--- config.mk ---
export PLATFORM = sky130hd
export DESIGN_NAME = uvs_front
export DESIGN_NICKNAME = d
export VERILOG_FILES = /design/src/rtl/assert_macros.svh /design/src/rtl/uvs_pkg.sv /design/src/rtl/uvs_front.sv
export SDC_FILE = /design/constraint.sdc
export NUM_CORES = 1
export LEC_CHECK = 0
export BUFFER_PORTS_ARGS = -buffer_cell sky130_fd_sc_hd__buf_2
export CAP_MARGIN = 0
export CORE_MARGIN = 10
export CORE_UTILIZATION = 44
export DETAILED_ROUTE_END_ITERATION = 6
export PLACE_DENSITY = 0.85
export SETUP_SLACK_MARGIN = 0.5
export SYNTH_ARGS = -nofsm -noshare
export SYNTH_HDL_FRONTEND = slang
export SYNTH_SLANG_ARGS = --single-unit
--- constraint.sdc ---
create_clock -name clock -period 3.3 [get_ports clock]
set_input_delay 0.165 -clock clock [delete_from_list [all_inputs] [get_ports clock]]
set_output_delay 0.165 -clock clock [all_outputs]
set_load 0.03 [all_outputs]
--- src/rtl/assert_macros.svh ---
`ifndef ASSERT_MACROS_SVH
`define ASSERT_MACROS_SVH

// Clocked check, idle while reset is high
`define UVS_ASSERT(label, prop, msg) \
   label: assert property (@(posedge clock) disable iff (reset) prop) \
      else $error(msg);

// Clocked check that a condition never occurs
`define UVS_ASSERT_NEVER(label, cond, msg) \
   label: assert property (@(posedge clock) disable iff (reset) !(cond)) \
      else $error(msg);

`endif

--- src/rtl/uvs_pkg.sv ---
`timescale 1ns / 1ps

package uvs_pkg;

   // index and angle formats
   localparam int INDEX_BITS    = 10;
   localparam int CORDIC_STAGES = 16;
   localparam int ATAN_LEN      = 24;
   localparam int CORDIC_USED   = (CORDIC_STAGES < ATAN_LEN) ? CORDIC_STAGES : ATAN_LEN;
   localparam int CORDIC_BITS   = 32;
   localparam int ANGLE_BITS    = 32;
   localparam int TEX_BITS      = 16;
   localparam int HI_BITS       = INDEX_BITS + 1;
   localparam int REM_BITS      = INDEX_BITS + 1;
   localparam int DIV_STAGES    = HI_BITS + ANGLE_BITS;
   localparam int TEX_START     = DIV_STAGES - TEX_BITS;

   // field widths
   localparam int RADIUS_BITS = 16;
   localparam int NORM_BITS   = 16;
   localparam int POS_BITS    = 17;
   localparam int PROD_BITS   = 2 * CORDIC_BITS;
   localparam int MUL_BITS    = RADIUS_BITS + 1 + NORM_BITS;

   // bus widths
   localparam int REQ_DATA_BITS  = ((2 * INDEX_BITS + 7) / 8) * 8;
   localparam int RSP_FIELD_BITS = 3 * POS_BITS + 3 * NORM_BITS + 2 * TEX_BITS;
   localparam int RSP_DATA_BITS  = ((RSP_FIELD_BITS + 7) / 8) * 8;
   localparam int CSR_INDEX_BITS = 2;
   localparam int CSR_DATA_BITS  = 16;

   // reset values
   localparam logic [RADIUS_BITS-1:0] RADIUS_RESET = 16'd256;
   localparam logic [INDEX_BITS-1:0]  SECTOR_RESET = INDEX_BITS'(32);
   localparam logic [INDEX_BITS-1:0]  STACK_RESET  = INDEX_BITS'(16);

   // CORDIC start value, gain compensated, Q2.30
   localparam logic signed [CORDIC_BITS-1:0] CORDIC_X0 = 32'sh26DD3B6A;

   typedef enum logic [CSR_INDEX_BITS-1:0] {
      CSR_RADIUS  = 2'd0,
      CSR_SECTORS = 2'd1,
      CSR_STACKS  = 2'd2
   } csr_index_type;

   typedef enum logic [1:0] {
      QUAD_0 = 2'd0,
      QUAD_1 = 2'd1,
      QUAD_2 = 2'd2,
      QUAD_3 = 2'd3
   } quad_type;

   // live configuration, counts already forced to at least one
   typedef struct packed {
      logic [RADIUS_BITS-1:0] radius;
      logic [INDEX_BITS-1:0]  sectors;
      logic [INDEX_BITS-1:0]  stacks;
   } cfg_type;

   // classified vertex request
   typedef struct packed {
      logic [INDEX_BITS-1:0] ring;
      logic [INDEX_BITS-1:0] sector;
      logic                  oor;
      logic                  u_clamp;
      logic                  v_clamp;
   } work_type;

   // atan(2^-i) in turns, Q0.32
   function automatic logic signed [CORDIC_BITS-1:0] atan_turn(input int unsigned i);
      logic signed [CORDIC_BITS-1:0] r;
      case (i)
         0:  r = 32'sd536870912;
         1:  r = 32'sd316933406;
         2:  r = 32'sd167458907;
         3:  r = 32'sd85004756;
         4:  r = 32'sd42667331;
         5:  r = 32'sd21354465;
         6:  r = 32'sd10679838;
         7:  r = 32'sd5340245;
         8:  r = 32'sd2670163;
         9:  r = 32'sd1335087;
         10: r = 32'sd667544;
         11: r = 32'sd333772;
         12: r = 32'sd166886;
         13: r = 32'sd83443;
         14: r = 32'sd41722;
         15: r = 32'sd20861;
         16: r = 32'sd10430;
         17: r = 32'sd5215;
         18: r = 32'sd2608;
         19: r = 32'sd1304;
         20: r = 32'sd652;
         21: r = 32'sd326;
         22: r = 32'sd163;
         23: r = 32'sd81;
         default: r = '0;
      endcase
      return r;
   endfunction

endpackage

--- src/rtl/uvs_front.sv ---
`timescale 1ns / 1ps

module uvs_front (
   input  logic                             clock,
   input  logic                             reset,
   input  uvs_pkg::cfg_type                 cfg,
   input  logic                             req_tvalid,
   output logic                             req_tready,
   input  logic [uvs_pkg::REQ_DATA_BITS-1:0] req_tdata,
   output logic                             push_valid,
   input  logic                             push_ready,
   output uvs_pkg::work_type                push_item
);

   logic              valid_ff, valid_in;
   uvs_pkg::work_type item_ff, item_in;

   // one holding stage ahead of the queue
   assign req_tready = !valid_ff || push_ready;

   // split the indices and flag the ones past their count
   always_comb begin
      item_in.ring    = req_tdata[uvs_pkg::INDEX_BITS-1:0];
      item_in.sector  = req_tdata[2*uvs_pkg::INDEX_BITS-1:uvs_pkg::INDEX_BITS];
      item_in.v_clamp = item_in.ring > cfg.stacks;
      item_in.u_clamp = item_in.sector > cfg.sectors;
      item_in.oor     = item_in.v_clamp || item_in.u_clamp;
   end

   assign valid_in = req_tready ? req_tvalid : valid_ff;

   always_ff @(posedge clock) begin
      if (reset) begin
         valid_ff <= 1'b0;
      end else begin
         valid_ff <= valid_in;
      end
   end

   always_ff @(posedge clock) begin
      if (req_tvalid && req_tready) begin
         item_ff <= item_in;
      end
   end

   assign push_valid = valid_ff;
   assign push_item  = item_ff;

endmodule

* Yosys cells after proc, flatten, opt, wreduce, memory -nomap -nowiden
Index checks and enable logic that the tools add are counted.
** Operators by class
- $add $sub $neg :: 0
- $mul :: 0
- Divide/modulo/power cells :: 0
- Order comparisons :: 2
- Eq/ne operators :: 0
- Shifts and indexed selects :: 0
- Multiplexer cells :: 0
- Bitwise gates (word level) :: 0
- Reductions and logical operators :: 4
** Operator list (count)
- greater-than comparator 10 bit :: 2
- logical OR 1 bit :: 2
- logical AND 1 bit :: 1
- logical NOT 1 bit :: 1
** Word-level totals
- Register bits :: 24
- Bits in latches :: 0
- RAM bits :: 0
- Bits in read-only memories :: 0
- Output and inout port bits :: 25
- Logic and storage cells :: 12
- Memories :: 0

* Depth between registers and ports, before layout
Gate-level depths: netlist of the first run.
- Depth in word-level cells :: 3
- Mapped depth :: 6
- Mapped depth without buffers :: 6

* Worst setup path after synthesis of the first run
No wires, ideal clock.
- Path kind :: reg2reg
- From :: register valid_ff (netlist: push_valid)
- To :: register item_ff (netlist bit push_item[0]) (enable)
- Library setup time :: 382 ps
- Arrival :: 1380 ps
- Data required time :: 2918 ps
- Path slack :: 1538 ps
- Cell stages (with the launch flop) :: 3
- Path buffers :: 0
- Path through :: dfxtp_1 -> nand2b_1 -> and2_1
** On the way
- Longest elaborated chain between the ends :: 3
** Ends and longest elaborated chain
- start: declaration :: line uvs_front.sv:15 : logic valid_ff, valid_in;
- start signal: assignment :: line uvs_front.sv:36 : valid_ff <= valid_in;
- logical NOT 1 bit :: line uvs_front.sv:19 : assign req_tready = !valid_ff || push_ready;
- logical OR 1 bit :: line uvs_front.sv:19
- net req_tready :: line uvs_front.sv:8 : output logic req_tready,
- logical AND 1 bit :: line uvs_front.sv:41 : if (req_tvalid && req_tready) begin
- end signal: assignment :: line uvs_front.sv:42 : item_ff <= item_in;
- end: declaration :: line uvs_front.sv:16 : uvs_pkg::work_type item_ff, item_in;
The timed path passes the listed nets, and every way through them passes these cells.
A chain may end at the register's enable or synchronous reset.

* Worst setup path in the final report of the first run
- From :: register valid_ff (netlist: push_valid)
- To :: register item_ff (netlist bit push_item[18]) (enable)
** On the way
- Longest elaborated chain between the ends :: 3
** Ends and longest elaborated chain (line)
- logical NOT 1 bit :: uvs_front.sv:19
- logical OR 1 bit :: uvs_front.sv:19
- logical AND 1 bit :: uvs_front.sv:41
No other way between the ends.

==> results of run 1 <==
==> path summary, 6_finish.rpt <==
check                       endpoint  slack, ps                    start  depth (start not counted)
min reg2reg  push_valid$_SDFFE_PP0N_        520  push_valid$_SDFFE_PP0N_                          2
max reg2reg  push_item[18]$_DFFE_PP_       1680  push_valid$_SDFFE_PP0N_                          2
min           push_item[3]$_DFFE_PP_         40            req_tdata[10]                          1
max          push_item[18]$_DFFE_PP_       1680  push_valid$_SDFFE_PP0N_                          2
==> report_power, final <==
part	switching, mW	internal [mW]	total, mW
Clock	0.0827	0.0471	0.130
Combinational	0.103	0.0643	0.167
Sequential	0.00464	0.358	0.363
Total	0.190	0.469	0.660
==> flip-flops by register name, summed over array words and instances, names as in the netlist <==
register,cells
push_valid,1
push_item,23
==> area by class of cell <==
type	count	area (um^2)	share of cell area [%]
repair buffers	69	350	20.6
inverters	23	86.3	5.08
well taps	31	38.8	2.28
flip-flops and latches	24	711	41.8
multi-input cells	54	487	28.6
clock buffers	4	26.3	1.55
==> per-layer routing <==
layer	vias to the layer above	share of wire, %	global-route usage [%]
met5	-	0	0
met4	0	0	3.11
met3	0	15	5.85
met2	46	48	18.5
met1	425	37	10.6
li1	514	-	-
==> synthesized netlist by cell type <==
master and number:
a211oi_1 1, edfxtp_1 23, nand4_1 4, and2_1 1, a21oi_1 5, a21o_1 4, nand2_1 4, inv_1 23
o31ai_1 1, a2111oi_4 1, dfxtp_1 1, nand2b_1 3, o21ai_0 1, o211ai_1 1, nor2b_1 1, nor2_1 1
a2111oi_2 1, o32ai_1 1, o21ai_1 1, a211oi_2 1, ha_1 20, nor3_1 2
==> worst reg2reg max path, stage by stage (launching register included) <==
cell	delay, ps
dfxtp_1	330
nand2b_1	90
and2_1	830
==> cell usage in the layout, fill, tap and decap left out, drive strengths merged <==
cell type    netlist  layout
nand4              4       4
a2111oi            2       2
nor2               1       1
o31ai              1       1
inv               23      23
nor3               2       2
clkbuf             0       4
nand2b             3       3
nand2              4       4
a21oi              5       5
a21o               4       4
dfxtp              1       1
nor2b              1       1
dlygate4sd3        0       1
buf                0      68
a211oi             2       2
ha                20      20
o211ai             1       1
o32ai              1       1
o21ai              2       2
edfxtp            23      23
and2               1       1
==> cell families (layout without fill, tap and decap cells) <==
group / after synthesis / in the layout / share of synthesized area (%)
flops: 24 / 24 / 55.4
simple gates: 16 / 16 / 6.63
fa+ha+maj: 20 / 20 / 19.5
compound gates: 18 / 18 / 11.8
buf+inv: 23 / 96 / 6.72
==> metrics.md, run 1 <==
| Metric | Value |
|---|---|
| Status | completed |
| Wire length of the first global-routing pass | 4690 um |
| Final cell count without fillers | 205 |
| CP top delay family | simple AND/OR/NAND/NOR gates |
| Final #Nets | 259 |
| WP data arrival | 1560 ps |
| Clk buf depth | 2 |
| Die Ht | 74.0 um |
| Setup WS post-layout | 1680 ps |
| H-Tree Depth | 1 |
| Share of layout cells above drive strength 1 | 42.5% |
| P per Cell Area | 388 nW/um^2 |
| DR vias/cell | 4.80 |
| Pwr Total | 0.660 mW |
| Final setup violation count | 0 |
| Sequential share of the synthesized area | 55.4% |
| Core Region | 2780 um^2 |
| GRT Total Usage | 10.6% |
| Synth Warn # | 0 |
| Filler cells | 234 |
| Final period utilization | 49.1% |
| CTS buffer count | 3 |
| Critical-path maximum fanout | 23 |
| Achievable Freq | 0.617 GHz |
| Routability congestion estimate | 0.760 |
| Area growth syn-to-layout | 32.4% |
| Fin util | 61.1% |
| Synthesized area | 1280 um^2 |
| Syn_area_per_cell | 12.7 um^2 |
| Number of gates resized after CTS | 0 |
| Placed Area | 1660 um^2 |
| Largest net degree at the start of global routing | 24 |
| Crit-path max cell delay | 830 ps |
| Top post-synthesis cells by area | edfxtp_1 (54%), ha_1 (19%), inv_1 (6.7%), a21o_1 (2.3%), a2111oi_4 (2.1%) |
| Startpoint Class | flip-flop |
| P_leak | 0.871 nW |
| Final instance area | 1700 um^2 |
| Post-Syn Instances | 101 |
| DR vias | 985 |
| Antenna violations before repair | 0 |
| Final worst path period need | 1620 ps |
| Clk_skew | 5.83 ps |
| CP bufs+invs | 0 |
| Critical path endpoint category | flip-flop |
| Post-Route WL | 3020 um |
| Worst EP required | 3240 ps |
| Final ANT Viol Nets | 0 |
| RSZ-0062 raised after global routing | false |
| Postcts setup bufs | 0 |
| Worst Max-Slew Pin Slew | 1040 ps |
| Clk Latency, worst-skew pair | 300 ps |
| GRT overflow | 0 |
| Number of global-route vias before repair | 1122 |
| WL/cell | 14.7 um |
| Final Hold Viols | 0 |
| Post-synthesis net count | 185 |
| Die W | 74.0 um |
| Synthesized flop and latch total | 24 |
| Min-Delay Path Class | in2reg |
| Pre-CTS setup slack | 1570 ps |
| Worst VDD drop | 0.000272 V |
| Crit-path cells | nand2b_1 > and2_1 |
| CTS tree | yes |
| Slew margin rel. | 30.4% |
| IO Count | 89 |
| Drt pass-1 iters | 4 |
| Clk sink count | 24 |
| N_diodes | 0 |
| Port Buffers | 68 |
| Slowest cell on the critical path | and2_1 |
| Root Driver | clkbuf_4 |
| Post-DP HPWL | 2610 um |
| Area share of the largest cell type after synthesis | 53.8% |
| Largest area contributor in the netlist | edfxtp_1 |
| Clk pin slew, worst setup/hold paths | 130 ps |
| Placed insts | 200 |
| Hold Buf Count CTS | 1 |
| 1st-iter DRT viols | 23 |
| DIE AREA | 5480 um^2 |
| Distinct cells, synth | 22 |
| Hold WS | 41.7 ps |
| Crit Path Class | reg2reg |
| Setup tns final | 0 ps |
| Max Slew Vio Count | 0 |
| Initial Util | 46.2% |
| # rows | 19 |
| Drt drc | 0 |
| Maxcap violations | 0 |
Note: power is estimated with default switching activity, not from simulation.
==> run 2: changes to the inputs <==
--- a/config.mk
+++ b/config.mk
@@ -8,9 +8,9 @@
 export BUFFER_PORTS_ARGS = -buffer_cell sky130_fd_sc_hd__buf_2
 export CAP_MARGIN = 0
 export CORE_MARGIN = 10
-export CORE_UTILIZATION = 44
+export CORE_UTILIZATION = 37
 export DETAILED_ROUTE_END_ITERATION = 6
-export PLACE_DENSITY = 0.85
+export PLACE_DENSITY = 0.76
 export SETUP_SLACK_MARGIN = 0.5
 export SYNTH_ARGS = -nofsm -noshare
 export SYNTH_HDL_FRONTEND = slang
==> constraint.sdc (replaced) <==
create_clock -name clock -period 1.31 [get_ports clock]
set_input_delay 0.0655 -clock clock [delete_from_list [all_inputs] [get_ports clock]]
set_output_delay 0.0655 -clock clock [all_outputs]
set_load 0.03 [all_outputs]
==> run 2 against run 1 <==
Net effect: sequential cell count is the same; highest routed layer is now met4; critical endpoint is now push_item[2]$_DFFE_PP_; sequential power grew to 2.6 times the previous value; setup slack lost 1600 ps; clock-buffer cell count shrank 1; critical path type is now in2reg; global-route usage grew 3.8 points; largest power group unchanged; core utilization grew 9.8 points.
==> metrics.md, run 2 (synthesis gave the netlist of run 1 again) <==
| Metric | Value |
|---|---|
| Final cell count without fillers | 251 |
| Max FFs per register | 23 |
| Clk sink count | 24 |
| Slowest cell on the critical path | a2111oi_4 |
| Final ANT Viol Nets | 0 |
| Routability congestion estimate | 0.766 |
| Initial Util | 38.5% |
| Worst VDD drop | 0.000373 V |
| Post-Route WL | 4790 um |
| Final setup violation count | 0 |
| N_diodes | 0 |
| Crit Path Class | in2reg |
| Port Buffers | 68 |
| Seq. cell area | 714 um^2 |
| FF-to-FF path depth | 3 |
| Final period utilization | 94.3% |
| Hold path depth | 2 |
| WL/cell | 19.1 um |
| DR vias | 1252 |
| Startpoint Class | input pin |
| DIE AREA | 6230 um^2 |
| Worst Max-Slew Pin Slew | 315 ps |
| Combined area of the multi-input logic cells | 676 um^2 |
| Drt pass-1 iters | 4 |
| Fin util | 70.9% |
| Share of layout cells above drive strength 1 | 52.7% |
| CP bufs+invs | 2 |
| H-Tree Depth | 1 |
| Max Slew Vio Count | 0 |
| RR Endpoint | push_item[0]$_DFFE_PP_ |
| CTS buffer count | 3 |
| Status | completed |
| Crit-path cells | buf_8 > clkinv_4 > ha_4 > a21o_1 > a21o_1 > a2111oi_4 > o32ai_2 |
| Drt drc | 0 |
| Achievable Freq | 0.810 GHz |
| R2R setup slack | 260 ps |
| Reg-to-Reg Start | push_valid$_SDFFE_PP0N_ |
| Filler cells | 207 |
| Final worst path period need | 1230 ps |
| Post-DP HPWL | 2810 um |
| Hold EP | push_item[4]$_DFFE_PP_ |
| Die Ht | 78.9 um |
| Area growth syn-to-layout | 84.2% |
| IO Count | 89 |
| Clk pin slew, worst setup/hold paths | 140 ps |
| Critical path endpoint category | flip-flop |
| GRT overflow | 0 |
| CTS tree | yes |
| Clk Latency, worst-skew pair | 310 ps |
| Commonest cells after routing, fill and taps aside | buf_2 (39), buf_6 (27), edfxtp_1 (23) |
| Final #Nets | 290 |
| # rows | 21 |
| Setup tns final | 0 ps |
| CP top delay family | compound AO/OA/AOI/OAI gates |
| Most common cell after layout, fill and taps aside | buf_2 |
| Number of global-route vias before repair | 1371 |
| Worst path most repeated cell | a21o_1 |
| GRT Total Usage | 14.4% |
| Clk_skew | 6.64 ps |
| Clk buf depth | 2 |
| Root Driver | clkbuf_4 |
| Core Region | 3340 um^2 |
| P_leak | 1.09 nW |
| Worst hold start | req_tdata[11] |
| Worst EP required | 1380 ps |
| Placed insts | 221 |
| Slew margin rel. | 79.0% |
| P per Cell Area | 822 nW/um^2 |
| 1st-iter DRT viols | 105 |
| Die W | 78.9 um |
| RSZ-0062 raised after global routing | true |
| Maxcap violations | 0 |
| Antenna violations before repair | 0 |
| Min-Delay Path Class | in2reg |
| WP data arrival | 1300 ps |
| Crit-path max cell delay | 390 ps |
| Largest net degree at the start of global routing | 14 |
| Wire length of the first global-routing pass | 7090 um |
| DR vias/cell | 4.99 |
| Critical-path maximum fanout | 2 |
| Final Hold Viols | 0 |
run 2: cell types whose count changed in the layout (fill, tap and decap cells not counted), moves of 3 or more:
cell,previous run,this run
a21oi_1,5,2
a21oi_2,0,3
and2_4,0,4
buf_2,68,39
buf_4,0,9
buf_6,0,27
dlygate4sd3_1,1,20
ha_1,20,12
ha_4,0,7
run 2: cell type report:
class | instances | area share [%]
Timing Repair Buffer | 97 | 33.7
Sequential cell | 24 | 30.2
Multi-Input combinational cell | 57 | 28.6
Inverter | 23 | 3.97
Tap cell | 46 | 2.43
Clock buffer | 3 | 0.952
Clock inverter | 1 | 0.159
run 2: how the worst max path moves through the flow:
stage	from	to	slack, ps	cells past startpoint
global placement	req_tdata[13]	push_item[2]$_DFFE_PP_	-170	6
CTS	cfg[3]	push_item[2]$_DFFE_PP_	190	7
finish	cfg[3]	push_item[2]$_DFFE_PP_	80	7
global route	cfg[3]	push_item[2]$_DFFE_PP_	80	7
floorplan	req_tdata[3]	push_item[2]$_DFFE_PP_	10	5
detailed placement	req_tdata[3]	push_item[2]$_DFFE_PP_	-190	6
run 2: power breakdown:
part	internal [mW]	total, mW	switching, mW
Sequential	0.902	0.930	0.0276
Clock	0.111	0.336	0.225
Combinational	0.338	0.678	0.340
run 2: repair_timing:
item,CTS,global route
pin swaps,6,9
gates cloned,3,0
hold buffers,20,0
endpoints found under the hold margin,19,0
setup buffers,2,1
setup endpoints to repair,51,51
gates resized for setup,63,9
run 2: through the flow:
step | power (mW) | worst slack, ps | cell area (um^2) | hold WS (ps)
after floorplan | 1.24 | 10.5 | 1390 | 125
after global placement | 1.40 | -174 | 1830 | 209
after detailed placement | 1.42 | -187 | 1830 | 217
after CTS | 1.90 | 186 | 2320 | 8.41
after global routing | 2.03 | 83.5 | 2360 | 15.3
final | 1.94 | 75.1 | 2360 | 30.8
run 2: worst reg2reg max path: cells and delay by family, from the launching register on:
family	cells	cell delay (ps)
buf+inv	1	110
simple gates	2	280
flops	1	380
run 2: per-layer routing:
| layer | vias to the layer above | GRT usage [%] | wire length [um] |
|---|---|---|---|
| li1 | 574 | - | - |
| met1 | 602 | 13.4 | 1590 |
| met2 | 66 | 28.7 | 2700 |
| met3 | 10 | 4.17 | 389 |
| met4 | 0 | 5.56 | 116 |
| met5 | - | 0 | 0 |
