==> src/rtl/assert_macros.svh <==
`ifndef ASSERT_MACROS_SVH
`define ASSERT_MACROS_SVH

// Clocked check, idle while reset is high
`define UVS_ASSERT(label, prop, msg) \
   label: assert property (@(posedge clock) disable iff (reset) prop) \
      else $error(msg);

// Clocked check that a condition never occurs
`define UVS_ASSERT_NEVER(label, cond, msg) \
   label: assert property (@(posedge clock) disable iff (reset) !(cond)) \
      else $error(msg);

`endif

==> src/rtl/uvs_pkg.sv <==
`timescale 1ns / 1ps

package uvs_pkg;

   // index and angle formats
   localparam int INDEX_BITS    = 10;
   localparam int CORDIC_STAGES = 16;
   localparam int ATAN_LEN      = 24;
   localparam int CORDIC_USED   = (CORDIC_STAGES < ATAN_LEN) ? CORDIC_STAGES : ATAN_LEN;
   localparam int CORDIC_BITS   = 32;
   localparam int ANGLE_BITS    = 32;
   localparam int TEX_BITS      = 16;
   localparam int HI_BITS       = INDEX_BITS + 1;
   localparam int REM_BITS      = INDEX_BITS + 1;
   localparam int DIV_STAGES    = HI_BITS + ANGLE_BITS;
   localparam int TEX_START     = DIV_STAGES - TEX_BITS;

   // field widths
   localparam int RADIUS_BITS = 16;
   localparam int NORM_BITS   = 16;
   localparam int POS_BITS    = 17;
   localparam int PROD_BITS   = 2 * CORDIC_BITS;
   localparam int MUL_BITS    = RADIUS_BITS + 1 + NORM_BITS;

   // bus widths
   localparam int REQ_DATA_BITS  = ((2 * INDEX_BITS + 7) / 8) * 8;
   localparam int RSP_FIELD_BITS = 3 * POS_BITS + 3 * NORM_BITS + 2 * TEX_BITS;
   localparam int RSP_DATA_BITS  = ((RSP_FIELD_BITS + 7) / 8) * 8;
   localparam int CSR_INDEX_BITS = 2;
   localparam int CSR_DATA_BITS  = 16;

   // reset values
   localparam logic [RADIUS_BITS-1:0] RADIUS_RESET = 16'd256;
   localparam logic [INDEX_BITS-1:0]  SECTOR_RESET = INDEX_BITS'(32);
   localparam logic [INDEX_BITS-1:0]  STACK_RESET  = INDEX_BITS'(16);

   // CORDIC start value, gain compensated, Q2.30
   localparam logic signed [CORDIC_BITS-1:0] CORDIC_X0 = 32'sh26DD3B6A;

   typedef enum logic [CSR_INDEX_BITS-1:0] {
      CSR_RADIUS  = 2'd0,
      CSR_SECTORS = 2'd1,
      CSR_STACKS  = 2'd2
   } csr_index_type;

   typedef enum logic [1:0] {
      QUAD_0 = 2'd0,
      QUAD_1 = 2'd1,
      QUAD_2 = 2'd2,
      QUAD_3 = 2'd3
   } quad_type;

   // live configuration, counts already forced to at least one
   typedef struct packed {
      logic [RADIUS_BITS-1:0] radius;
      logic [INDEX_BITS-1:0]  sectors;
      logic [INDEX_BITS-1:0]  stacks;
   } cfg_type;

   // classified vertex request
   typedef struct packed {
      logic [INDEX_BITS-1:0] ring;
      logic [INDEX_BITS-1:0] sector;
      logic                  oor;
      logic                  u_clamp;
      logic                  v_clamp;
   } work_type;

   // atan(2^-i) in turns, Q0.32
   function automatic logic signed [CORDIC_BITS-1:0] atan_turn(input int unsigned i);
      logic signed [CORDIC_BITS-1:0] r;
      case (i)
         0:  r = 32'sd536870912;
         1:  r = 32'sd316933406;
         2:  r = 32'sd167458907;
         3:  r = 32'sd85004756;
         4:  r = 32'sd42667331;
         5:  r = 32'sd21354465;
         6:  r = 32'sd10679838;
         7:  r = 32'sd5340245;
         8:  r = 32'sd2670163;
         9:  r = 32'sd1335087;
         10: r = 32'sd667544;
         11: r = 32'sd333772;
         12: r = 32'sd166886;
         13: r = 32'sd83443;
         14: r = 32'sd41722;
         15: r = 32'sd20861;
         16: r = 32'sd10430;
         17: r = 32'sd5215;
         18: r = 32'sd2608;
         19: r = 32'sd1304;
         20: r = 32'sd652;
         21: r = 32'sd326;
         22: r = 32'sd163;
         23: r = 32'sd81;
         default: r = '0;
      endcase
      return r;
   endfunction

endpackage

==> src/rtl/uvs_queue.sv <==
`timescale 1ns / 1ps
`include "assert_macros.svh"

module uvs_queue (
   input  logic              clock,
   input  logic              reset,
   input  logic              push_valid,
   output logic              push_ready,
   input  uvs_pkg::work_type push_item,
   output logic              pop_valid,
   input  logic              pop_ready,
   output uvs_pkg::work_type pop_item
);

   uvs_pkg::work_type slot_ff [2];
   logic              wr_ptr_ff, wr_ptr_in;
   logic              rd_ptr_ff, rd_ptr_in;
   logic [1:0]        count_ff, count_in;
   logic              push_fire, pop_fire;

   assign push_ready = count_ff != 2'd2;
   assign pop_valid  = count_ff != 2'd0;
   assign pop_item   = slot_ff[rd_ptr_ff];
   assign push_fire  = push_valid && push_ready;
   assign pop_fire   = pop_valid && pop_ready;

   // pointer and fill bookkeeping
   always_comb begin
      wr_ptr_in = push_fire ? !wr_ptr_ff : wr_ptr_ff;
      rd_ptr_in = pop_fire ? !rd_ptr_ff : rd_ptr_ff;
      count_in  = count_ff + {1'b0, push_fire} - {1'b0, pop_fire};
   end

   always_ff @(posedge clock) begin
      if (reset) begin
         wr_ptr_ff <= 1'b0;
         rd_ptr_ff <= 1'b0;
         count_ff  <= 2'd0;
      end else begin
         wr_ptr_ff <= wr_ptr_in;
         rd_ptr_ff <= rd_ptr_in;
         count_ff  <= count_in;
      end
   end

   always_ff @(posedge clock) begin
      if (push_fire) begin
         slot_ff[wr_ptr_ff] <= push_item;
      end
   end

   `UVS_ASSERT_NEVER(a_queue_overfill, count_ff == 2'd3, "queue count past depth")
   `UVS_ASSERT(a_queue_grows, (push_fire && !pop_fire) |=> (count_ff == $past(count_ff) + 2'd1), "queue count did not grow on push")

endmodule

==> config.mk <==
export PLATFORM = sky130hd
export DESIGN_NAME = uvs_queue
export DESIGN_NICKNAME = d
export VERILOG_FILES = /design/src/rtl/uvs_pkg.sv /design/src/rtl/uvs_queue.sv
export VERILOG_INCLUDE_DIRS = /design/src /design/src/rtl
export SDC_FILE = /design/constraint.sdc
export NUM_CORES = 1
export LEC_CHECK = 0
export BUFFER_PORTS_ARGS = -buffer_cell sky130_fd_sc_hd__buf_4
export CORE_MARGIN = 2
export CORE_UTILIZATION = 36
export CTS_CLUSTER_SIZE = 28
export DETAILED_ROUTE_END_ITERATION = 10
export HOLD_SLACK_MARGIN = 0.15
export SETUP_SLACK_MARGIN = 0.4
export SYNTH_ARGS = -nofsm -noshare
export SYNTH_HDL_FRONTEND = slang
export SYNTH_SLANG_ARGS = --single-unit
==> constraint.sdc <==
create_clock -name clock -period 1.9 [get_ports clock]
set_clock_uncertainty 0.05 [all_clocks]
set_input_delay 0.38 -clock clock [delete_from_list [all_inputs] [get_ports clock]]
set_output_delay 0.38 -clock clock [all_outputs]
set_load 0.01 [all_outputs]
### Word-level counts from Yosys, hierarchy flattened

Memory sizes are Yosys's and may differ from the RTL's. A register that Yosys moved wholly into a read port is not among the register bits.
Index checks and enable logic that the tools add are counted.

| storage, ports and cells | value |
|---|---|
| flip-flop bits (word level) | 4 |
| latch bits | 0 |
| memory bits (writable) | 46 |
| ROM bits | 0 |
| bits of input ports | 27 |
| output and inout bits | 25 |
| word-level logic and storage cells | 16 |
| memories kept | 1 |

Memories:

| memory | words | width | rd ports | clocked after Yosys merged registers in | wr ports | RTL line | text |
|---|---|---|---|---|---|---|---|
| slot_ff | 2 | 23 | 1 | 1 | 1 | uvs_queue.sv:15 | `uvs_pkg::work_type slot_ff [2];` |

| operators by class | value |
|---|---|
| add/sub/neg operators | 2 |
| multipliers | 0 |
| divide/modulo/power cells | 0 |
| magnitude comparators | 0 |
| equal/unequal tests | 1 |
| shifts and indexed selects | 0 |
| multiplexer cells | 4 |
| bitwise gates (word level) | 0 |
| reduce and logical (&&, ||, !) cells | 5 |

Operators by type and width:

| cell | count |
|---|---|
| 2-to-1 mux 1 bit | 4 |
| adder 2 x 1 -> 2 bit | 1 |
| logical AND 1 bit | 2 |
| zero test 1 bit | 2 |
| inequality test 2 bit, second input constant | 1 |
| nonzero test 2 bit | 1 |
| subtractor 2 x 1 -> 2 bit | 1 |

### Depth between registers and ports, before layout

Gate-level depths: netlist (run 1).

| logic depth | value |
|---|---|
| depth in word-level cells | 4 |
| depth in mapped cells | 6 |
| gate-level depth less buffers | 6 |

### Worst setup path before layout (run 1)

No wires, ideal clock.

| timing path | value |
|---|---|
| kind | register to register |
| from | reg count_ff[0] |
| to | mem slot_ff[1][0] (netlist bit), enable pin |
| library setup time | 0.382 ns |
| data arrival time | 1.267 ns |
| data required time | 1.468 ns |
| setup slack | 0.201 ns |
| stages on the path, launching flop included | 3 |
| clock period less this slack | 1.699 ns |
| path through | dfxtp_1 > nand2b_1 > and3_1 |

| between the ends | value |
|---|---|
| longest elaborated chain between the ends | 4 |

Ends and longest elaborated chain:

| item | RTL line | text |
|---|---|---|
| start: declaration | uvs_queue.sv:18 | `logic [1:0] count_ff, count_in;` |
| start signal: assignment | uvs_queue.sv:42 | `count_ff <= count_in;` |
| inequality test 2 bit | uvs_queue.sv:21 | `assign push_ready = count_ff != 2'd2;` |
| via push_ready | uvs_queue.sv:8 | `output logic push_ready,` |
| logical AND 1 bit | uvs_queue.sv:24 | `assign push_fire = push_valid && push_ready;` |
| 2-to-1 mux 1 bit | uvs_queue.sv:47 | `if (push_fire) begin` |
| 2-to-1 mux 1 bit (not written as such) | uvs_queue.sv:48 | `slot_ff[wr_ptr_ff] <= push_item;` |
| end: declaration | uvs_queue.sv:15 |  |

The timed path passes the listed nets, and every way through them passes these cells.

==> results of run 1 <==
cell usage after synthesis:
| master | number | share of area, % |
|---|---|---|
| nor2b_1 | 2 | 0.65 |
| a21oi_1 | 1 | 0.26 |
| mux2_1 | 20 | 12 |
| o31a_1 | 1 | 0.46 |
| nor2_1 | 4 | 0.79 |
| o21ba_1 | 1 | 0.52 |
| o21ai_0 | 1 | 0.26 |
| ha_1 | 1 | 0.65 |
| nand3b_1 | 1 | 0.39 |
| nand3_1 | 1 | 0.26 |
| nor4bb_1 | 1 | 0.52 |
| xor2_1 | 1 | 0.46 |
| and3_1 | 2 | 0.65 |
| dfxtp_1 | 5 | 5.2 |
| or2_2 | 1 | 0.33 |
| mux2_2 | 3 | 1.8 |
| edfxtp_1 | 46 | 72 |
| buf_2 | 2 | 0.52 |
| a21bo_1 | 1 | 0.52 |
| nand2b_1 | 1 | 0.33 |
| nor4_1 | 1 | 0.33 |
| o21ai_1 | 1 | 0.26 |
| inv_1 | 1 | 0.20 |
| nor3_2 | 1 | 0.52 |
registers in the layout, indices dropped and copies added (netlist names), named ones only:
signal and flops:
wr_ptr_ff 1, rd_ptr_ff 1, count_ff 2, slot_ff 46
final cells by class:
cell class                 count  area [µm²]
clock buffer                   5       68.82
clock inverter                 3       38.79
fill                         412        2252
inverter                       1       7.507
multi-input combinational     46       536.8
sequential                    51        1493
tap                           70       87.58
timing repair buffer          61       615.6
timing repair inverter         1       7.507
where the power goes:
| group | internal (mW) | switching, mW |
|---|---|---|
| Clock | 0.385 | 0.325 |
| Combinational | 0.673 | 0.413 |
| Sequential | 1.37 | 0.0621 |
kinds of logic after synthesis:
| logic type | Yosys count |
|---|---|
| compound gates | 6 |
| xor+xnor | 1 |
| fa+ha+maj | 1 |
| buf+inv | 3 |
| flops | 51 |
| mux | 23 |
| simple gates | 15 |
metal layers:
layer | vias up | global-route usage, % | wire length [µm]
met5 | - | 0 | 0
met4 | 0 | 3.818 | 8
met3 | 2 | 4.118 | 154
met2 | 31 | 23.42 | 2064
met1 | 539 | 14.56 | 1422
li1 | 520 | - | -
cells in the final DEF (no fill, tap or decap):
cell        instances
clkbuf_8            5
nor2b_1             1
and3_4              1
nor2b_4             1
o21ai_0             1
dfxtp_1             2
clkinv_2            1
nor3_2              1
o31a_1              1
buf_4              31
edfxtp_1           46
buf_16              1
nand3_1             1
mux2_4             23
or2_4               1
o21ba_1             1
o21ai_1             1
buf_8               3
nor4bb_1            1
ha_2                1
nor2_1              4
nand3b_1            1
a21oi_1             1
and3_1              1
nand2b_2            1
bufinv_16           1
clkinv_1            1
clkinvlp_4          2
xor2_1              1
a21bo_1             1
buf_12              2
buf_6              24
dfxtp_4             3
nor4_4              1
per-stage QoR:
step / setup WS (ps) / total power [mW] / utilization [%] / hold WS, ps
global placement: 281.7 / 2.109 / 47.21 / 437.0
floorplan: 400.7 / 1.790 / - / 399.1
global route: 109.9 / 3.386 / 55.90 / 189.2
CTS: 143.5 / 3.221 / 55.10 / 202.4
detailed placement: 75.32 / 2.140 / 47.21 / 455.1
finish: 163.9 / 3.230 / 55.90 / 215.3
path summary, 6_finish.rpt:
path / start / endpoint / slack [ps] / cells past startpoint
max: flop / pop_item[16] / 160 / 3
min: push_item[7] / slot_ff[1][7] / 220 / 1
max reg2reg: count_ff[0] / count_ff[1] / 440 / 6
min reg2reg: rd_ptr_ff / rd_ptr_ff / 470 / 2
timing repair:
| item | 4_1_cts | 5_1_grt |
|---|---|---|
| buffers inserted | 3 | 2 |
| gates cloned | 3 | 0 |
| pin swaps | 1 | 3 |
| gates resized for setup | 67 | 3 |
| endpoints found under the setup margin | 62 | 37 |
==> reports/qor.txt, run 1 <==
Outcome = complete, no violations
Cts hold-fix bufs = 0
Final cell count without fillers = 238
YS warnings = 0
Starting Density = 37.41%
Antenna diodes = 0
Vias per std cell = 4.588
CP delay by family, top = flip-flops
Ports = 52
Area grow syn2layout = 49.44%
Setup TNS = 0 ps
Worst Path Max Fanout = 6
Critical path class = reg -> out
Crit share post-route = 91.37%
Synth cell types = 24
Synth Area in Compound Gates = 2.292%
Yosys reg bits = 51
First-pass GRT wire length = 5802 µm
Sequential element share of the synthesized area = 77.54%
Syn Area/Cell = 19.11 µm²
Slew headroom = 58.50%
Final Instance Area = 2855 µm²
Post-DP Area = 2411 µm²
Arrival time worst endpoint = 1310 ps
GR Overflow Total = 0
Slew @ Worst Pin = 614.1 ps
CTS H-tree lvls = 2
Synth Instances = 100
CTS root buf = clkbuf_8
Netlist Area Pre-Place = 1911 µm²
Final ANT Viol Nets = 0
Die H = 76.85 µm
CP Cell Sequence = buf_8 -> mux2_4 -> buf_6
Syn Nets = 128
Overall Global Routing Usage = 12.97%
Drt drc = 0
PwrDens = 1131 nW/µm²
Site Rows = 26
Dpl cells = 222
Drt total wl = 3650 µm
Clk sinks = 51
Clock transition at path regs = 90 ps
Hold Path Class = in -> reg
DP HPWL = 2266 µm
Adder-cell share of the synthesized area = 0.6549%
Nets = 195
Bufs and invs on worst path = 2
Largest family of logic cells by synthesized area = multiplexers
Critical Path End Type = primary output
Largest stage delay, worst path = 420 ps
# port buffers = 51
Slowest-stage cell, CP = dfxtp_4
Routed via count = 1,092
Clock latency reported for the late side of the worst-skew pair = 290 ps
Vias in the first global route = 1,186
Pre-antenna DRT Iters = 3
Mux contribution to synthesized area = 13.56%
Final-report max-slew violation count = 0
DR iter-0 viols = 50
Share of cells above drive strength 1 = 61.31%
CTS Buffer Depth = 2
Core box area = 5107 µm²
Post-Synth Simple-Gate Area = 4.781%
XOR/XNOR Fraction of Synth Area = 0.4584%
Die area = 5906 µm²
Maxcap violations = 0
Largest net degree at the start of global routing = 16
Startpoint types = flop
Initial antenna violation count = 0
Routed wire per std cell = 15.34 µm
Maximum VDD drop = 0.5572 mV
Setup repair after global routing missed its margin = true
Die span in x = 76.85 µm
Gpl congestion = 0.6552
Final hold violations = 0
Leakage = 1.114 nW
CTS tree = yes
Worst EP required = 1470 ps
Fmax = 0.5760 GHz
Fin crit period = 1736 ps
CTS Buf Count = 5
Final setup fails = 0
(Power assumes the default switching activity.)
==> run 2, diff against run 1 <==
--- a/config.mk
+++ b/config.mk
@@ -12,6 +12,7 @@
 export CTS_CLUSTER_SIZE = 28
 export DETAILED_ROUTE_END_ITERATION = 10
 export HOLD_SLACK_MARGIN = 0.15
+export PLACE_DENSITY_LB_ADDON = 0.12
 export SETUP_SLACK_MARGIN = 0.4
 export SYNTH_ARGS = -nofsm -noshare
 export SYNTH_HDL_FRONTEND = slang
==> reports/qor.txt, run 2 (synthesis gave the netlist of run 1 again) <==
Hold Path Sink = slot_ff[0][8]
Die H = 76.85 µm (unchanged)
Clock transition at path regs = 90 ps (about the same)
Bufs and invs on worst path = 2 (unchanged)
Hold wc startpoint = push_item[8]
Critical Path End Type = primary output
GR Overflow Total = 0 (unchanged)
Final hold violations = 0 (unchanged)
Area grow syn2layout = 50.03%
Fmax = 0.5773 GHz (+0.22%)
Nets = 197 (+1.0%)
CTS root buf = clkbuf_8
PwrDens = 1135 nW/µm² (+0.29%)
FILL cells = 401 (-2.7%)
Arrival time worst endpoint = 1300 ps (about the same)
Power Internal = 2.443 mW (+0.49%)
Largest reg by FF count = slot_ff
Slew headroom = 67.99% (+9.5 points)
Fin crit period = 1732 ps (-3.856 ps)
RR Startpoint = count_ff[1]
R2R depth = 6 (unchanged)
Hold Path Class = in -> reg
Maximum VDD drop = 0.6888 mV (+24%)
Largest net degree at the start of global routing = 17 (+1)
RR Endpoint = count_ff[1]
Die area = 5906 µm² (unchanged)
Overall Global Routing Usage = 12.48% (-0.48 points)
Critical path class = reg -> out
Reg2Reg Setup Slack = 470 ps (+30 ps)
Leakage = 1.123 nW (+0.81%)
Switching power = 0.8099 mW (+1.3%)
Core box area = 5107 µm² (unchanged)
Pre-antenna DRT Iters = 4 (+1)
Worst Path Max Fanout = 7 (+1)
Gpl congestion = 0.6494 (-0.89%)
Clock share of power = 22.6% (+0.6 points)
Outcome = complete, no violations
Slew @ Worst Pin = 473.8 ps (-140.4 ps)
Starting Density = 37.41% (unchanged)
Setup TNS = 0 ps (unchanged)
Routed wire per std cell = 15.33 µm (about the same)
Number of flip-flops in the largest register = 46 (unchanged)
First-pass GRT wire length = 5506 µm (-5.1%)
Clock latency reported for the late side of the worst-skew pair = 300 ps (about the same)
CP Cell Sequence = buf_8 -> mux2_4 -> buf_6
Final Util = 56.12% (+0.22 points)
Drt total wl = 3678 µm (+0.77%)
Antenna diodes = 0 (unchanged)
Worst EP required = 1470 ps (about the same)
Gate power share = 33.2% (-0.4 points)
Maxcap violations = 0 (unchanged)
Ports = 52 (unchanged)
Final-report max-slew violation count = 0 (unchanged)
CTS tree = yes
Routed via count = 1,093 (+0.092%)
Setup repair after global routing missed its margin = true
Largest stage delay, worst path = 410 ps (about the same)
Site Rows = 26 (unchanged)
Cts hold-fix bufs = 0 (unchanged)
Commonest non-fill, non-tap cell in the layout = edfxtp_1
CTS Buf Count = 5 (unchanged)
Vias per std cell = 4.554 (-0.74%)
Clk sinks = 51 (unchanged)
Die span in x = 76.85 µm (unchanged)
Vias in the first global route = 1,132 (-4.6%)
Drt drc = 0 (unchanged)
CTS H-tree lvls = 2 (unchanged)
Startpoint types = flop
Most frequent cells in the layout = 46 x edfxtp_1, 33 x buf_4, 24 x buf_6
Final ANT Viol Nets = 0 (unchanged)
Share of cells above drive strength 1 = 61.76% (+0.46 points)
Final setup fails = 0 (unchanged)
Sequential share of power = 44.2% (-0.2 points)
DR iter-0 viols = 29 (-42%)
Net Sw Frac = 24.90% (+0.14 points)
Total power = 3.252 mW (+0.68%)
CP delay by family, top = flip-flops
Crit share post-route = 91.17% (-0.20 points)
# port buffers = 51 (unchanged)
Slowest-stage cell, CP = dfxtp_4
CTS Buffer Depth = 2 (unchanged)
Initial antenna violation count = 0 (unchanged)
Largest regs = slot_ff x46, count_ff x2
Hold Path Cell Cnt = 1 (unchanged)
==> run 2: power by group through the flow <==
stage               registers [mW]  logic [mW]  clock network, mW
finish                        1.44        1.08              0.736
floorplan                     1.42       0.367                  0
global placement              1.43       0.690                  0
global route                  1.45        1.15              0.802
detailed placement            1.43       0.704                  0
CTS                           1.42       0.813              0.766
==> run 2: worst reg2reg max path, cell delays in order (launching register included) <==
cell and delay, ps:
dfxtp_4 400, nor2b_4 180, o21ba_1 140, nor2_1 40
ha_1 200, nor4_2 250, nor3_2 70
==> run 2: final cells by class <==
cell class / instances / area [µm²] / share of cell area, %
clock inverters: 3 / 43.79 / 1.528
flip-flops and latches: 51 / 1493 / 52.07
well taps: 70 / 87.58 / 3.055
repair inverters: 1 / 7.507 / 0.2619
repair buffers: 63 / 628.1 / 21.91
multi-input cells: 46 / 530.5 / 18.51
inverters: 1 / 7.507 / 0.2619
clock buffers: 5 / 68.82 / 2.401
==> run 2: layer usage <==
metal	global-route usage, %	wire, µm	up-vias
li1	-	-	524
met1	14.11	1519	532
met2	21.32	1915	30
met3	4.353	180	7
met4	5.455	63	0
met5	0	0	-
==> run 2: worst max path at each step <==
stage,cells after the start,slack [ps],from,endpoint
2_1_floorplan,6,400,count_ff[1],count_ff[1]
3_3_place_gp,3,250,count_ff[0],slot_ff[0][12]
3_5_place_dp,3,190,count_ff[0],slot_ff[0][15]
4_1_cts,3,130,flop,pop_item[16]
5_1_grt,3,110,flop,pop_item[22]
6_report,3,170,flop,pop_item[0]
==> run 2: through the flow <==
stage	area (µm²)	cells	hold slack [ps]	setup slack, ps
2_1_floorplan	1916	100	399.1	400.7
3_3_place_gp	2411	222	435.6	246.9
3_5_place_dp	2411	222	453.4	186.8
4_1_cts	2628	238	194.0	125.1
5_1_grt	2867	240	187.5	109.0
6_report	2867	240	206.2	167.8
==> run 2: timing repair <==
item / CTS / global route
pin swaps: 1 / 2
gates cloned: 2 / 1
hold endpoints to repair: 0 / 0
endpoints found under the setup margin: 62 / 41
setup buffers: 6 / 1
gates resized for setup: 16 / 51
==> run 3, diff against run 2 <==
--- a/config.mk
+++ b/config.mk
@@ -7,6 +7,7 @@
 export NUM_CORES = 1
 export LEC_CHECK = 0
 export BUFFER_PORTS_ARGS = -buffer_cell sky130_fd_sc_hd__buf_4
+export CORE_ASPECT_RATIO = 2
 export CORE_MARGIN = 2
 export CORE_UTILIZATION = 36
 export CTS_CLUSTER_SIZE = 28
==> reports/qor.txt, run 3 (synthesis gave the netlist of run 1 again) <==
Multi-input gate area in the final layout = 548.0 µm² (+3.3%)
Ports = 52 (unchanged)
Crit share post-route = 90.16% (-1.0 points)
Commonest non-fill, non-tap cell in the layout = edfxtp_1
Most frequent cells in the layout = 46 x edfxtp_1, 34 x buf_4, 23 x mux2_4, 23 x buf_6, 5 x clkbuf_8
RR Startpoint = count_ff[0]
Routing usage on met1 = 12.29% (-1.8 points)
Site Rows = 37 (+42%)
Largest reg by FF count = slot_ff
Vias per std cell = 4.796 (+5.3%)
CTS H-tree lvls = 2 (unchanged)
Hold Path Cell Cnt = 1 (unchanged)
Initial antenna violation count = 0 (unchanged)
CTS Buf Count = 5 (unchanged)
Final setup fails = 0 (unchanged)
Dpl ws = 71.37 ps (-115.4 ps)
RR Endpoint = count_ff[1]
DP HPWL = 2527 µm
Area grow syn2layout = 47.15%
Worst setup margin = 186.9 ps (+19.19 ps)
Final-report max-slew violation count = 0 (unchanged)
Drt total wl = 3733 µm (+1.5%)
Reg2Reg Setup Slack = 430 ps (-40 ps)
Final ANT Viol Nets = 0 (unchanged)
Vias in the first global route = 1,267 (+12%)
FILL cells = 429 (+7.0%)
Gpl congestion = 0.6741 (+3.8%)
Startpoint types = flop
CTS tree = yes
DR iter-0 viols = 24 (-17%)
Fmax = 0.5838 GHz (+1.1%)
Antenna diodes = 0 (unchanged)
Global route hottest layer = met2
Clk sinks = 51 (unchanged)
Register area = 1493 µm² (unchanged)
Final hold violations = 0 (unchanged)
Maxcap violations = 0 (unchanged)
Setup repair after global routing missed its margin = true
Die area = 5941 µm² (+0.59%)
# port buffers = 51 (unchanged)
GR Overflow Total = 0 (unchanged)
Fin Hold WS = 220.0 ps (+13.73 ps)
Overall Global Routing Usage = 13.41% (+0.93 points)
Clock latency reported for the late side of the worst-skew pair = 290 ps (about the same)
Outcome = complete, no violations
Total power = 3.107 mW (-4.5%)
Critical Path End Type = primary output
Starting Density = 37.18% (-0.23 points)
Pre-antenna DRT Iters = 4 (unchanged)
Worst Path Max Fanout = 8 (+1)
First-pass GRT wire length = 6058 µm (+10%)
CTS Buffer Depth = 2 (unchanged)
Final Util = 54.71% (-1.4 points)
Routed via count = 1,084 (-0.82%)
Hold Path Class = in -> reg
Maximum VDD drop = 0.7175 mV (+4.2%)
Nets = 195 (-1.0%)
Worst EP required = 1470 ps (about the same)
Leakage = 1.097 nW (-2.3%)
Critical path class = reg -> out
Clock transition at path regs = 80 ps (about the same)
Arrival time worst endpoint = 1280 ps (-20 ps)
Slew headroom = 54.70% (-13 points)
Met2 global-route usage = 26.45% (+5.1 points)
Die span in x = 55.51 µm (-28%)
CTS root buf = clkbuf_8
Worst setup endpoint = pop_item[2]
Slew @ Worst Pin = 670.4 ps (+196.6 ps)
Core box area = 5139 µm² (+0.61%)
Cts hold-fix bufs = 0 (unchanged)
Largest regs = slot_ff x46, count_ff x2
Fin crit period = 1713 ps (-19.19 ps)
Number of flip-flops in the largest register = 46 (unchanged)
PwrDens = 1105 nW/µm² (-2.6%)
Routed wire per std cell = 16.52 µm (+7.8%)
Die H = 107.0 µm (+39%)
Drt drc = 0 (unchanged)
Setup TNS = 0 ps (unchanged)
Share of cells above drive strength 1 = 61.31% (-0.46 points)
Grt met3 use = 3.619% (-0.73 points)
Largest net degree at the start of global routing = 15 (-2)
R2R depth = 6 (unchanged)
[run 3: changes by cell type in the layout (fill, tap and decap cells not counted), sizes merged]
cell	before	now
buf	62	61
bufinv	1	0
clkbuf	6	7
clkinv	2	1
[run 3: stage by stage]
| stage | std cells | area [µm²] |
|---|---|---|
| 6_report | 226 | 2811 |
| 2_1_floorplan | 100 | 1916 |
| 5_1_grt | 226 | 2811 |
| 4_1_cts | 226 | 2746 |
| 3_5_place_dp | 211 | 2391 |
| 3_3_place_gp | 211 | 2391 |
[run 3: what timing repair did]
item | in CTS | in global routing
resized for setup | 53 | 16
buffers inserted | 5 | 0
pin swaps | 2 | 5
cloned | 2 | 0
endpoints found under the setup margin | 65 | 47
[run 3: layout make-up]
type | count | area share (%)
clock inverter | 1 | 0.1780
tap | 58 | 2.581
timing repair inverter | 1 | 0.2670
timing repair buffer | 61 | 21.41
sequential | 51 | 53.09
inverter | 1 | 0.2670
multi-input combinational | 46 | 19.49
clock buffer | 7 | 2.715
[run 3: critical path: stages (launching register included)]
cell and delay [ps]:
dfxtp_4 410, buf_12 150, mux2_4 310, buf_6 120
[run 3: worst min-delay path by stage]
stage | to | slack [ps] | startpoint
CTS | slot_ff[1][7] | 210 | push_item[7]
finish | slot_ff[1][7] | 220 | push_item[7]
detailed placement | flop | 450 | rd_ptr_ff
floorplan | wr_ptr_ff | 400 | reset
global placement | rd_ptr_ff | 440 | rd_ptr_ff
global route | slot_ff[1][7] | 200 | push_item[7]
[run 3: power by group]
group	total, mW	switching [mW]	internal (mW)	leakage (nW)
combinational	1.09	0.400	0.689	0.581
sequential	1.44	0.0660	1.37	0.474
clock	0.579	0.320	0.259	0.0422
total	3.11	0.786	2.32	1.10
[run 3: routing by layer]
layer	part of all wire (%)	up-vias
met4	0.83	0
met3	4.3	2
met2	61	33
met5	0	-
met1	34	531
li1	-	518
